### config.mk
export PLATFORM = sky130hd
export DESIGN_NAME = segint_decide
export DESIGN_NICKNAME = d
export VERILOG_FILES = /design/src/design/segint_pkg.sv /design/src/design/segint_decide.sv
export SDC_FILE = /design/constraint.sdc
export NUM_CORES = 1
export LEC_CHECK = 0
export BUFFER_PORTS_ARGS = -buffer_cell sky130_fd_sc_hd__buf_4
export CAP_MARGIN = 20
export CORE_AREA = 2 2 203 205
export CTS_CLUSTER_DIAMETER = 40
export DETAILED_ROUTE_END_ITERATION = 8
export DIE_AREA = 0 0 205 207
export GPL_TIMING_DRIVEN = 0
export PLACE_DENSITY = 0.49
export SYNTH_ARGS = -nofsm -noshare
export SYNTH_HDL_FRONTEND = slang
export SYNTH_SLANG_ARGS = --single-unit
### constraint.sdc
create_clock -name clk -period 2.3 [get_ports clk]
set_input_delay 0.23 -clock clk [delete_from_list [all_inputs] [get_ports clk]]
set_output_delay 0.23 -clock clk [all_outputs]
set_load 0.005 [all_outputs]
### src/design/segint_pkg.sv
package segint_pkg;

  // Orientations tested per pair: (A, B start), (A, B end), (B, A start), (B, A end)
  localparam int NUM_ORIENT = 4;
  // Two cross-product terms per orientation
  localparam int NUM_PROD = 2 * NUM_ORIENT;

  typedef logic [NUM_ORIENT-1:0] orient_flags_t;

  // Per-orientation result of the cross-product compare
  typedef struct packed {
    orient_flags_t zero;  // collinear
    orient_flags_t pos;   // strictly left
  } orient_t;

endpackage

### src/design/segint_decide.sv
module segint_decide #(
  parameter int CW = 32
) (
  input  logic                                        clk,
  input  logic                                        en,
  input  logic [segint_pkg::NUM_PROD-1:0][2*CW-1:0]   prod,
  input  logic [segint_pkg::NUM_PROD-1:0]             prod_neg,
  input  segint_pkg::orient_flags_t                   in_box,
  output logic                                        intersects
);
  import segint_pkg::*;

  orient_t orient;
  logic    hit;

  // Sign-magnitude compare of the two cross-product terms
  for (genvar i = 0; i < NUM_ORIENT; i++) begin : g_cmp
    logic nl, nr, gt_m, eq_m;

    assign nl   = prod_neg[2*i]   & (|prod[2*i]);
    assign nr   = prod_neg[2*i+1] & (|prod[2*i+1]);
    assign gt_m = prod[2*i] > prod[2*i+1];
    assign eq_m = prod[2*i] == prod[2*i+1];

    assign orient.zero[i] = (nl == nr) & eq_m;
    assign orient.pos[i]  = (nl != nr) ? nr : (nl ? (~gt_m & ~eq_m) : gt_m);
  end

  // endpoint touching the other segment, else a proper straddle both ways
  assign hit = (|(orient.zero & in_box))
            || ((orient.pos[0] != orient.pos[1]) && (orient.pos[2] != orient.pos[3]));

  always_ff @(posedge clk) begin
    if (en) begin
      intersects <= hit;
    end
  end

endmodule

==> results.cfg <==
[synth]
post_synthesis_adder_cell_area_fraction = 0.408
syn_nets = 1915
synth_mux_area_frac = 0.00127
post_synth_xor_area_fraction = 0.00557
yosys.area.top_type_share = 0.408
synthCells = 1133
post_synth_and_or_nand_nor_area_fraction = 0.268
yosysUniqueCellTypes = 49
yosys-top-cells-area = sky130_fd_sc_hd__ha_1, sky130_fd_sc_hd__inv_1, sky130_fd_sc_hd__nor4_1
synth_commonest_cells = sky130_fd_sc_hd__inv_1, sky130_fd_sc_hd__ha_1, sky130_fd_sc_hd__nor4_1
synth_seq_cells = 1
synth-async-reset-ratio = 0
synth-edff-count = 1
synth_area_mm2 = 0.00786
ys_seq_area_frac = 0.00382
most_common_cell_in_the_netlist = sky130_fd_sc_hd__inv_1
synth_top_family_by_area = adder cells
postSynth.topFlopCell = sky130_fd_sc_hd__edfxtp_1
synth.avg_cell_area_um2 = 6.94
synth_top_cell_by_area = sky130_fd_sc_hd__ha_1
ys_warn_count = 0
synth_compound_area_frac = 0.184

[layout]
instances_no_fill = 2212
finish.utilization = 0.333
final_layout_size_suffix_gt1_frac = 0.393
combined_area_of_the_multi_input_logic_cells_mm2 = 0.00757
postLayoutCellArea_mm2 = 0.0134
layout_top_registers = intersects x1
fill_cells = 4408
synthToLayoutAreaGrowth_pct = 71.0
largest_reg_by_ff_count = intersects
max_ffs_per_register = 1
seqCellArea_um2 = 30.0
antenna_diodes = 0
design.final.nets = 2464

[setup_path]
path_buf_inv = 1
crit_slowest_cell = sky130_fd_sc_hd__o41ai_4
timing_endpoint_of_the_critical_path = intersects
worstSetupStartpointType = input pin
worstSetupEndpointType = register
crit_required_ns = 2.03
path_delay_family = compound AO/OA/AOI/OAI gates
worstSetupPathDepth = 9
setup.worst_path.class = in -> reg
worst-endpoint-arrival_ns = 2.31
crit_fanout = 2
critical_path.max_stage_delay_ns = 0.43
cp-startpoint = prod[416]
crit_path_cell_trace = buf_4 > nor4_2 > nand4_1 > o41ai_4 > nor2b_4 > o22ai_2 > a211oi_4 > xor2_1 > o21ai_1

[global_routing]
grt_pass1_vias = 11526
grt_first_pass_wirelength_um = 64100
maximum_number_of_pins_on_one_net_before_global_route_repair = 5
antenna_violations_before_repair = 1
gr-usage-all-layers = 0.193
globalRouteOverflowTotal = 0

[route]
drcViolationCount = 0
routed-via-count = 10644
drt-pass1-iter-count = 4
count_of_nets_left_with_antenna_violations_after_detail_routing = 0
wl_um = 43200
drt_first_iter_violations = 390
vias_per_cell = 4.81
wl_per_cell_um = 19.5

[place]
globalplace.congestion = 0.960
dp_worst_setup_slack_ns = -0.689
post-dp-hpwl_um = 40400
portBuffers = 526
numPlacedInstances = 2191
dpl-instance-area_mm2 = 0.0125

[sta]
rsz0062_at_grt = true
setup_total_negative_slack_ns = -0.277
hold_viol_final = 0
setup_slack_ns = -0.277
achievable-frequency_mhz = 388
timing.final.max_slew_violations = 0
tightest_slew_ns = 0.519
number_of_failing_setup_endpoints_in_the_final_timing_report = 1
final.min_clock_period_ns = 2.58
maxSlewHeadroom = 0.650
fin_crit_sh = 1.12

[die]
fp.dieW_um = 205
die_outline_area_mm2 = 0.0424
io-pin-count = 527
floorplan.die.height_um = 207
initial_core_util = 0.195
core_area_mm2 = 0.0404
num_rows = 74

[cts]
cts.clk_slew.worst_paths_ns = 0
cts-hold-fix-buffers = 0

[pwr]
vdd_ir_drop_max_uv = 76.8
power.leakage_nw = 7.20
power_density_normalized_to_cell_area_mw_per_mm2 = 170

[run_status]
outcome = complete, but fails checks
failing_checks = negative setup slack

[worst_hold_path]
path_type_of_the_worst_min_delay_path = in -> reg

[job]
timing.max_cap.violations = 0
## layout by cell type (no fill, tap or decap), drive strengths merged, types with 9 or more instances in the layout
master,n
ha,256
nor2,26
a21oi,108
nand4,83
nand2,59
nand3,26
inv,271
nor4,136
a21o,29
o21ai,39
buf,547
nor3,18
o41ai,9
## report_power, final
group          switching, W  internal [W]  total (W)
combinational       0.00108       0.00117    0.00225
clock                     0             0          0
sequential       0.00000592     0.0000257  0.0000316
## through the flow
step	total power, W	hold WS [ns]
floorplan	0.000885	0.342
global placement	0.00207	0.434
detailed placement	0.00209	0.437
CTS	0.00227	0.437
global route	0.00254	0.441
finish	0.00228	0.434
## layer usage
layer | vias up | GRT usage | part of all wire
li1 | 5322 | - | -
met2 | 355 | 0.380 | 0.53
met5 | - | 0 | 0.00019
met1 | 4920 | 0.213 | 0.39
met3 | 45 | 0.0318 | 0.064
met4 | 2 | 0.0382 | 0.022
## how the worst min path moves through the flow
stage,slack (ns),from,cells past startpoint,endpoint
2_1_floorplan,0.34,en,0,intersects
3_3_place_gp,0.43,en,1,intersects
3_5_place_dp,0.44,en,1,intersects
4_1_cts,0.44,en,1,intersects
5_1_grt,0.44,en,1,intersects
6_report,0.43,en,1,intersects
## what timing repair did
item / 4_1_cts / 5_1_grt
cloned: 0 / 0
setup buffers: 18 / 3
resized for setup: 124 / 8
pin swaps: 64 / 9
endpoints found under the hold margin: 0 / 0
endpoints found under the setup margin: 1 / 1
## kinds of logic (layout without fill, tap and decap cells)
family                     count (synthesis)  in the layout
DFF                                        1              1
muxes                                      1              1
buffers and inverters                    271            818
xor gates and xnor gates                   5              5
adders and majority gates                256            256
and+or+nand+nor                          372            372
AOI/OAI and AO/OA                        227            227
## cell type report
class,count,share of cell area
inverter,271,0.0761
multi-input combinational,861,0.564
sequential,1,0.00224
tap,532,0.0495
timing repair buffer,547,0.308
Power figures use the tool's default switching activity.
