[config.mk]
export PLATFORM = sky130hd
export DESIGN_NAME = segint_mul
export DESIGN_NICKNAME = d
export VERILOG_FILES = /design/src/design/segint_mul.sv
export SDC_FILE = /design/constraint.sdc
export NUM_CORES = 2
export LEC_CHECK = 0
export BUFFER_PORTS_ARGS = -buffer_cell sky130_fd_sc_hd__buf_2
export CELL_PAD_IN_SITES_DETAIL_PLACEMENT = 0
export CELL_PAD_IN_SITES_GLOBAL_PLACEMENT = 2
export CORE_UTILIZATION = 42
export DETAILED_ROUTE_END_ITERATION = 7
export MAX_ROUTING_LAYER = met4
export PLACE_DENSITY_LB_ADDON = 0.1
export SYNTH_ARGS = -nofsm -noshare
export SYNTH_HDL_FRONTEND = slang
export SYNTH_SLANG_ARGS = --single-unit
[constraint.sdc]
create_clock -name clk -period 6.9 [get_ports clk]
set_clock_uncertainty 0.15 [all_clocks]
set_input_delay 0.345 -clock clk [delete_from_list [all_inputs] [get_ports clk]]
set_output_delay 0.345 -clock clk [all_outputs]
set_load 0.05 [all_outputs]
[src/design/segint_mul.sv]
module segint_mul #(
  parameter int MW = 32
) (
  input  logic            clk,
  input  logic            en_pp,
  input  logic            en_sum,
  input  logic [MW-1:0]   a,
  input  logic [MW-1:0]   b,
  input  logic            neg_in,
  output logic [2*MW-1:0] prod,
  output logic            neg
);
  localparam int LO = MW / 2;
  localparam int HI = MW - LO;

  // Partial products, registered before the sum
  logic [2*LO-1:0]  pp_ll;
  logic [LO+HI-1:0] pp_lh;
  logic [LO+HI-1:0] pp_hl;
  logic [2*HI-1:0]  pp_hh;
  logic             neg_pp;

  logic [LO+HI:0]   mid;
  logic [2*MW-1:0]  prod_next;

  always_ff @(posedge clk) begin
    if (en_pp) begin
      pp_ll  <= a[LO-1:0] * b[LO-1:0];
      pp_lh  <= a[LO-1:0] * b[MW-1:LO];
      pp_hl  <= a[MW-1:LO] * b[LO-1:0];
      pp_hh  <= a[MW-1:LO] * b[MW-1:LO];
      neg_pp <= neg_in;
    end
  end

  assign mid       = {1'b0, pp_lh} + {1'b0, pp_hl};
  assign prod_next = {pp_hh, pp_ll} + ({{(MW-1){1'b0}}, mid} << LO);

  always_ff @(posedge clk) begin
    if (en_sum) begin
      prod <= prod_next;
      neg  <= neg_pp;
    end
  end

endmodule

==> impl_metrics.py <==
metrics = {
    "critical_path": {
        "regToRegSetupSlack_ns": 0.97,
        "timing.critical_path.arrival_ns": 6.53,
        "timing.critical_path.slowest_stage_cell": "sky130_fd_sc_hd__buf_2",
        "critical_path.max_fanout": 29,
        "worstSetupPathType": "in -> reg",
        "critical-path-top-cell-by-count": "sky130_fd_sc_hd__fa_1",
        "critical_path_required_ns": 7.01,
        "slowest_cell_delay_on_critical_path_ns": 0.55,
        "end_kind": "flip-flop",
        "critical_path.cell_chain": "buf_2, and2_1, fa_1, inv_1, fa_1, fa_1, inv_1, fa_1, fa_1, inv_1, fa_1, inv_1, ha_1, a21oi_1, o21ai_0, a221oi_1, o21ai_1, a221oi_2, o21ai_1, a21o_1, a21oi_1, xnor2_1",
        "sort_of_element_at_the_start_of_the_critical_path": "primary input",
    },
    "clock_tree": {
        "cts_buffer_count": 17,
        "ctsLongestPathBuffers": 2,
        "cts_tree": "yes",
        "htreeDepth": 4,
        "clock_latency_ns": 0.52,
        "cts_setup_buffers": 0,
        "clkTransAtPathRegs_ns": 0.08,
        "cts_root_buffer": "sky130_fd_sc_hd__clkbuf_16",
        "clock_sink_count": 194,
    },
    "hold_path": {
        "timing.hold.worst.class": "in -> reg",
    },
    "logic_synthesis": {
        "netlist_area_um2": 43400,
        "async_flop_share_pct": 0,
        "synth.yosys.seq_area_share_pct": 13.4,
        "synthesis.area_per_instance_um2": 9.28,
        "syn_inst": 4672,
        "synth_cell_types": 74,
        "synth_top_area_share_pct": 35.9,
        "ys_seq_elements": 194,
        "synth_top_area_cell": "sky130_fd_sc_hd__fa_1",
        "synth-main-ff-cell": "sky130_fd_sc_hd__edfxtp_1",
        "synth.net_count": 5999,
        "ys_warn_count": 0,
        "synth_top_cells_by_area": "sky130_fd_sc_hd__fa_1 (36%), sky130_fd_sc_hd__ha_1 (14%), sky130_fd_sc_hd__edfxtp_1 (13%)",
        "edff_count_synth": 194,
    },
    "floorplan": {
        "die_area_um2": 105000,
        "die_w_um": 323,
        "coreArea_um2": 102000,
        "floorplan.initialDensity_pct": 42.5,
        "fp-row-count": 117,
        "io_pins": 133,
        "die_h_um": 323,
    },
    "routing": {
        "avgRoutedWirePerCell_um": 19.7,
        "detailedRoute.firstIterationViolations": 1876,
        "routed-via-count": 31219,
        "drtPass1Iterations": 5,
        "drt_wl_total_um": 123000,
        "detail_route.drc_violations": 0,
        "ant_nets": 0,
        "avgViaCountPerCell": 5.02,
    },
    "outcome": {
        "run_status": "finished clean",
    },
    "timing": {
        "fin_setup_tns_ns": 0,
        "tightest_slew_ns": 0.850,
        "report.final.setup_viol": 0,
        "fmax_mhz": 156,
        "shortest_period_the_worst_path_allows_ns": 6.42,
        "slew_headroom_pct": 43.3,
        "hold_viol_final": 0,
        "final_max_slew_viol_count": 0,
        "final_min_period_over_clock_period_pct": 93.1,
        "rsz0062_at_grt": "no",
    },
    "global_routing": {
        "grt_max_degree": 72,
        "grt_util_all_layers_pct": 25.4,
        "total_overflow_reported_by_the_global_router": 0,
        "first_pass_grt_wire_length_um": 195000,
        "antenna_found_initial": 4,
        "first_global_vias": 32977,
    },
    "layout": {
        "synthToLayoutAreaGrowth_pct": 9.73,
        "drive_gt1_share_pct": 8.55,
        "nNetsFinal": 6157,
        "layout.cells.most_common_list": "sky130_fd_sc_hd__inv_1 (936), sky130_fd_sc_hd__fa_1 (778), sky130_fd_sc_hd__nand2_1 (640)",
        "most_common_cell_after_layout_fill_and_taps_aside": "sky130_fd_sc_hd__inv_1",
    },
    "place": {
        "buffer_ports.inserted": 132,
        "dp_hpwl_um": 101000,
        "place.gp.congestion": 0.875,
    },
    "job": {
        "drv_cap": 0,
    },
}
==> area by class of cell <==
class,instances,area [µm²]
flip-flops and latches,194,5830
clock inverters,15,164
fillers,10046,54400
clock buffers,17,425
diodes,3,7.51
multi-input cells,3326,33200
inverters,936,3510
repair buffers,355,2720
well taps,1368,1710
==> metal layers <==
layer | part of all wire, % | track usage (%) | up-vias
met2 | 45 | 39.6 | 575
li1 | - | - | 14740
met3 | 3.5 | 1.90 | 95
met1 | 49 | 36.1 | 15809
met4 | 1.9 | 5.70 | 0
met5 | 0 | - | -
==> through the flow <==
| stage | hold slack, ns | cells | util [%] | setup slack [ns] | area (µm²) |
|---|---|---|---|---|---|
| CTS | 0.0392 | 6211 | 46.6 | 0.615 | 47600 |
| finish | 0.0681 | 6214 | 46.6 | 0.476 | 47600 |
| floorplan | 0.250 | 4672 | - | 0.680 | 43400 |
| global route | 0.0620 | 6212 | 46.6 | 0.270 | 47600 |
| global placement | 0.255 | 6178 | 46.0 | 0.00834 | 47000 |
| detailed placement | 0.255 | 6178 | 46.0 | 0.0828 | 47000 |
==> kinds of logic (layout without fill, tap and decap cells) <==
kind of cell / Yosys count / in the layout / share of synthesized area [%]
adders and majority gates: 1259 / 1259 / 49.8
xor gates and xnor gates: 181 / 181 / 3.66
muxes: 4 / 4 / 0.0981
AOI/OAI and AO/OA: 476 / 476 / 7.08
DFF: 194 / 194 / 13.4
other: 0 / 3 / 0
and+or+nand+nor: 1406 / 1406 / 16.0
buffers and inverters: 1152 / 1323 / 9.97
==> timing repair <==
| action | CTS | global route |
|---|---|---|
| endpoints found under the hold margin | 1 | 0 |
| hold buffers | 1 | 0 |
| gates resized for setup | 0 | 0 |
==> final timing paths <==
kind                                             to  depth (start not counted)               start
worst max-delay path            pp_hl[27]$_DFFE_PP_                         22                b[5]
worst min-delay path             prod[50]$_DFFE_PP_                          1              en_sum
worst max register to register   prod[50]$_DFFE_PP_                         19  pp_lh[0]$_DFFE_PP_
worst min register to register    prod[0]$_DFFE_PP_                          0  pp_ll[0]$_DFFE_PP_
==> synthesized netlist by cell type (20+ instances only) <==
| master | n |
|---|---|
| sky130_fd_sc_hd__ha_1 | 481 |
| sky130_fd_sc_hd__o21bai_1 | 20 |
| sky130_fd_sc_hd__edfxtp_1 | 194 |
| sky130_fd_sc_hd__nand2_1 | 640 |
| sky130_fd_sc_hd__nor3_1 | 23 |
| sky130_fd_sc_hd__nand3_1 | 44 |
| sky130_fd_sc_hd__nor2b_1 | 22 |
| sky130_fd_sc_hd__inv_1 | 936 |
| sky130_fd_sc_hd__a21o_1 | 82 |
| sky130_fd_sc_hd__a21oi_1 | 158 |
| sky130_fd_sc_hd__clkbuf_1 | 215 |
| sky130_fd_sc_hd__xnor2_1 | 111 |
| sky130_fd_sc_hd__fa_1 | 778 |
| sky130_fd_sc_hd__nor2_1 | 96 |
| sky130_fd_sc_hd__xor2_1 | 70 |
| sky130_fd_sc_hd__and2_1 | 499 |
| sky130_fd_sc_hd__o21ai_0 | 79 |
==> state kept, by name (all words and copies together), names as in the netlist <==
signal and cells:
neg 1, pp_ll 32, neg_pp 1, prod 64, pp_hl 32, pp_hh 32
pp_lh 32
==> worst max-delay path: cells and delay by family <==
family | cells | cell delay (ns)
XOR/XNOR | 1 | 0.08
AO/OA/AOI/OAI | 8 | 1.89
adder cells (fa/ha/maj) | 7 | 3.16
AND/OR/NAND/NOR | 1 | 0.25
buffers and inverters | 5 | 0.78
Power is not shown: default switching activity piles up to over one toggle a cycle in this logic, so the estimate is an artifact.
