`src/design/segint_pkg.sv`:
```
package segint_pkg;

  // Orientations tested per pair: (A, B start), (A, B end), (B, A start), (B, A end)
  localparam int NUM_ORIENT = 4;
  // Two cross-product terms per orientation
  localparam int NUM_PROD = 2 * NUM_ORIENT;

  typedef logic [NUM_ORIENT-1:0] orient_flags_t;

  // Per-orientation result of the cross-product compare
  typedef struct packed {
    orient_flags_t zero;  // collinear
    orient_flags_t pos;   // strictly left
  } orient_t;

endpackage

```
`src/design/segint_prep.sv`:
```
module segint_prep #(
  parameter int CW = 32
) (
  input  logic                                        clk,
  input  logic                                        en,
  input  logic signed [CW-1:0]                        a_start_x,
  input  logic signed [CW-1:0]                        a_start_y,
  input  logic signed [CW-1:0]                        a_end_x,
  input  logic signed [CW-1:0]                        a_end_y,
  input  logic signed [CW-1:0]                        b_start_x,
  input  logic signed [CW-1:0]                        b_start_y,
  input  logic signed [CW-1:0]                        b_end_x,
  input  logic signed [CW-1:0]                        b_end_y,
  output logic [segint_pkg::NUM_PROD-1:0][CW-1:0]     opnd_a,
  output logic [segint_pkg::NUM_PROD-1:0][CW-1:0]     opnd_b,
  output logic [segint_pkg::NUM_PROD-1:0]             prod_neg,
  output segint_pkg::orient_flags_t                   in_box
);
  import segint_pkg::*;

  logic signed [CW-1:0] px [4];
  logic signed [CW-1:0] py [4];

  logic [NUM_PROD-1:0][CW-1:0] opnd_a_next;
  logic [NUM_PROD-1:0][CW-1:0] opnd_b_next;
  logic [NUM_PROD-1:0]         prod_neg_next;
  orient_flags_t               in_box_next;

  // Differences span CW+1 bits but their magnitude always fits in CW bits
  function automatic logic [CW-1:0] mag_of(input logic [CW:0] d);
    logic [CW:0] n;
    n = d[CW] ? (~d + 1'b1) : d;
    return n[CW-1:0];
  endfunction

  assign px[0] = a_start_x;
  assign py[0] = a_start_y;
  assign px[1] = a_end_x;
  assign py[1] = a_end_y;
  assign px[2] = b_start_x;
  assign py[2] = b_start_y;
  assign px[3] = b_end_x;
  assign py[3] = b_end_y;

  for (genvar i = 0; i < NUM_ORIENT; i++) begin : g_orient
    // cross (a - o) x (r - o): segment o->a, test point r
    localparam int OI = (i < 2) ? 0 : 2;
    localparam int AI = OI + 1;
    localparam int RI = (i < 2) ? i + 2 : i - 2;

    logic [CW:0] dx1, dy1, dx2, dy2;
    logic        bx, by;

    assign dx1 = {px[AI][CW-1], px[AI]} - {px[OI][CW-1], px[OI]};
    assign dy1 = {py[AI][CW-1], py[AI]} - {py[OI][CW-1], py[OI]};
    assign dx2 = {px[RI][CW-1], px[RI]} - {px[OI][CW-1], px[OI]};
    assign dy2 = {py[RI][CW-1], py[RI]} - {py[OI][CW-1], py[OI]};

    assign opnd_a_next[2*i]     = mag_of(dx1);
    assign opnd_b_next[2*i]     = mag_of(dy2);
    assign prod_neg_next[2*i]   = dx1[CW] ^ dy2[CW];
    assign opnd_a_next[2*i+1]   = mag_of(dy1);
    assign opnd_b_next[2*i+1]   = mag_of(dx2);
    assign prod_neg_next[2*i+1] = dy1[CW] ^ dx2[CW];

    assign bx = ((px[OI] <= px[RI]) && (px[RI] <= px[AI]))
             || ((px[AI] <= px[RI]) && (px[RI] <= px[OI]));
    assign by = ((py[OI] <= py[RI]) && (py[RI] <= py[AI]))
             || ((py[AI] <= py[RI]) && (py[RI] <= py[OI]));
    assign in_box_next[i] = bx & by;
  end

  always_ff @(posedge clk) begin
    if (en) begin
      opnd_a   <= opnd_a_next;
      opnd_b   <= opnd_b_next;
      prod_neg <= prod_neg_next;
      in_box   <= in_box_next;
    end
  end

endmodule

```
`config.mk`:
```
export PLATFORM = sky130hd
export DESIGN_NAME = segint_prep
export DESIGN_NICKNAME = d
export VERILOG_FILES = /design/src/design/segint_pkg.sv /design/src/design/segint_prep.sv
export SDC_FILE = /design/constraint.sdc
export NUM_CORES = 2
export LEC_CHECK = 0
export BUFFER_PORTS_ARGS = -buffer_cell sky130_fd_sc_hd__buf_2
export CORE_AREA = 4 4 301 303
export DETAILED_ROUTE_END_ITERATION = 6
export DIE_AREA = 0 0 305 307
export PLACE_DENSITY_LB_ADDON = 0.25
export SYNTH_ARGS = -nofsm -noshare
export SYNTH_HDL_FRONTEND = slang
export SYNTH_SLANG_ARGS = --single-unit
```
`constraint.sdc`:
```
create_clock -name clk -period 6.8 [get_ports clk]
set_input_delay 2.04 -clock clk [delete_from_list [all_inputs] [get_ports clk]]
set_output_delay 2.04 -clock clk [all_outputs]
set_load 0.02 [all_outputs]
```
==> results.cfg <==
[sta]
setup_tns_ns = 0
finalCritPeriodShare_pct = 91.9
grt_setup_unrepaired = no
relSlewSlack_pct = 15.3
max_freq_mhz = 160
tightest_slew_ns = 1.24
whs_ns = 1.92
hold_viol = 0
slew_viol_final = 0
final.min_clock_period_ns = 6.25
finalSetupViolCount = 0

[floorplan]
initial_core_util_pct = 52.1
die_w_um = 305
core_area_mm2 = 0.0880
die_h_um = 307
dieArea_mm2 = 0.0936
rows = 109
io_pins = 782

[clock_tree]
ctsHoldBuffers = 0
cts_max_level = 2
clk_pin_slew_ns = 0.06
cts_tree = built
cts_buffer_depth = 3
cts_resized = 0
post_cts_buffers = 0
clock_sinks = 394
cts-buffers-inserted = 45
cts-root-buf = clkbuf_16

[worst_setup_path]
crit_cells = 15
cp-start-kind = input pin
cp_cell_sequence = buf_2 > inv_1 > ha_1 > nand3_1 > o21ba_2 > o21ai_0 > a2111oi_0 > o21ai_0 > a22oi_1 > nand4_1 > nor4_1 > buf_4 > nor4bb_1 > mux2i_1 > xnor2_1
end_kind = flip-flop
crit_path_frequent_cell = o21ai_0
crit_path_start = b_start_x[3]
critPathArrivalTime_ns = 6.65
critPathRequiredTime_ns = 7.20
cp_max_fo = 8
critical_path.top_delay_family = compound AO/OA/AOI/OAI gates
crit_type = in -> reg
critPathBufInv = 3
endpoint = opnd_b[255]
cp_slowest_cell = a2111oi_0
critPathMaxStageDelay_ns = 1.11

[job]
max_cap_viol_count = 0

[pwr]
p_leak_uw = 0.0226
ir_worst_vdd_v = 0.000236
power_density_mw_per_mm2 = 249

[cells_and_area]
final_nets = 6841
synthToLayoutAreaGrowth_pct = 13.4
layout_common_cells = buf_2, a21oi_1, ha_1
layout.cells.most_common = buf_2
drive_above_1_share_pct = 17.1

[logic_synthesis]
synth-seq-cells = 394
synth_area_mm2 = 0.0459
synth-main-ff-cell = edfxtp_1
synth-edff-count = 394
async_reset_ff_share_pct = 0
yosys_warnings = 0
syn_inst = 5483
yosysSeqAreaShare_pct = 25.8
syn_avg_cell_area_um2 = 8.36
synth_cell_types = 102
syn_nets = 6221

[grt]
track_usage_pct = 38.1
grt_max_degree = 118
grt_overflow = 0
grt_pass1_wl_mm = 270
grt_antenna_before_repair = 34
grt_pass1_vias = 42800

[detailed_routing]
routed_wl_mm = 188
ant_nets = 0
avgRoutedWirePerCell_um = 25.7
first_iter_violations = 3697
vias = 45400
via_per_inst = 6.19
first_pass_iters = 6
drcViolationCount = 0

[place]
port_buffers = 781
routabilityCongestion = 1.10
dp_hpwl_mm = 161

[run_status]
outcome = completed

[min_path]
hold_path.class = in -> reg
## routing by layer
layer	wire (µm)	vias up	track usage [%]
li1	-	21300	-
met1	69400	21200	43.9
met2	85800	2175	62.7
met3	15800	598	7.71
met4	17300	20	28.8
met5	140	-	0
## sequential cells by signal, indices dropped and copies added, names as in the netlist
signal / count
in_box: 4
prod_neg: 8
opnd_b: 254
opnd_a: 128
## cell usage after synthesis, types with 12 or more instances
library cell / count / share of area, %
and2_1: 52 / 0.71
and3_1: 72 / 0.98
o31a_1: 14 / 0.27
nand3_1: 125 / 1.4
nand2_1: 377 / 3.1
nand2b_1: 52 / 0.71
buf_4: 131 / 2.1
fa_1: 12 / 0.52
nor2_1: 380 / 3.1
o2111ai_1: 15 / 0.29
o211ai_1: 49 / 0.80
a2111oi_0: 21 / 0.40
o21ai_0: 342 / 3.7
o41ai_1: 12 / 0.23
or2_2: 29 / 0.40
a41oi_1: 12 / 0.23
a211o_1: 24 / 0.46
a21o_1: 184 / 3.0
inv_1: 335 / 2.7
edfxtp_1: 394 / 26
a21oi_1: 499 / 5.4
xnor2_1: 441 / 8.4
o22ai_1: 12 / 0.16
nor2b_1: 52 / 0.71
clkbuf_1: 166 / 1.4
a21boi_0: 20 / 0.33
o21a_1: 61 / 1.0
xor2_1: 223 / 4.3
mux2i_1: 23 / 0.50
a211oi_1: 58 / 0.95
or4_1: 20 / 0.33
nor3_1: 105 / 1.1
a31oi_1: 90 / 1.2
o31ai_1: 62 / 1.0
nand3b_1: 17 / 0.28
o21bai_1: 63 / 1.0
ha_1: 468 / 13
o311ai_0: 13 / 0.25
and4_1: 17 / 0.32
nand4_1: 97 / 1.3
or3_1: 47 / 0.64
nor4_1: 43 / 0.59
## area by class of cell
class / count / area, µm²
antenna: 23 / 57.6
clock buffer: 52 / 1170
clock inverter: 30 / 363
fill: 8103 / 36000
inverter: 337 / 1260
multi-input combinational: 4435 / 31100
sequential: 394 / 11800
tap: 1165 / 1460
timing repair buffer: 890 / 4760
## stage by stage
stage               worst slack [ns]  cells  util, %  power (µW)  area, µm²
floorplan                      0.786   5483        -        8220      45900
global placement               0.313   7221     57.3       10300      50400
detailed placement             0.128   7221     57.3       10300      50400
CTS                            0.790   7303     59.1       12900      51900
global route                   0.131   7314     59.1       13600      52000
finish                         0.552   7326     59.1       13000      52000
## how the worst min path moves through the flow
| stage | start | end | cells past startpoint |
|---|---|---|---|
| after floorplan | en | in_box[0] | 0 |
| after global placement | opnd_b[68] | opnd_b[68] | 1 |
| after detailed placement | opnd_b[64] | opnd_b[64] | 1 |
| after CTS | en | opnd_a[192] | 1 |
| after global routing | en | opnd_a[192] | 1 |
| final | en | opnd_a[192] | 1 |
## power by group
group          switching (µW)  total, µW  internal, µW
Combinational            4350       6610          2260
Clock                    1110       2590          1480
Sequential                267       3780          3510
Total                    5720      13000          7250
## logic make-up after synthesis
logic type	after synthesis	share of synthesized area (%)
XOR/XNOR	664	12.7
adder cells (fa/ha/maj)	480	13.3
AND/OR/NAND/NOR	1558	17.1
flip-flops	394	25.8
AO/OA/AOI/OAI	1702	23.9
buffers and inverters	654	6.48
multiplexers	31	0.698
Power figures use the tool's default switching activity.
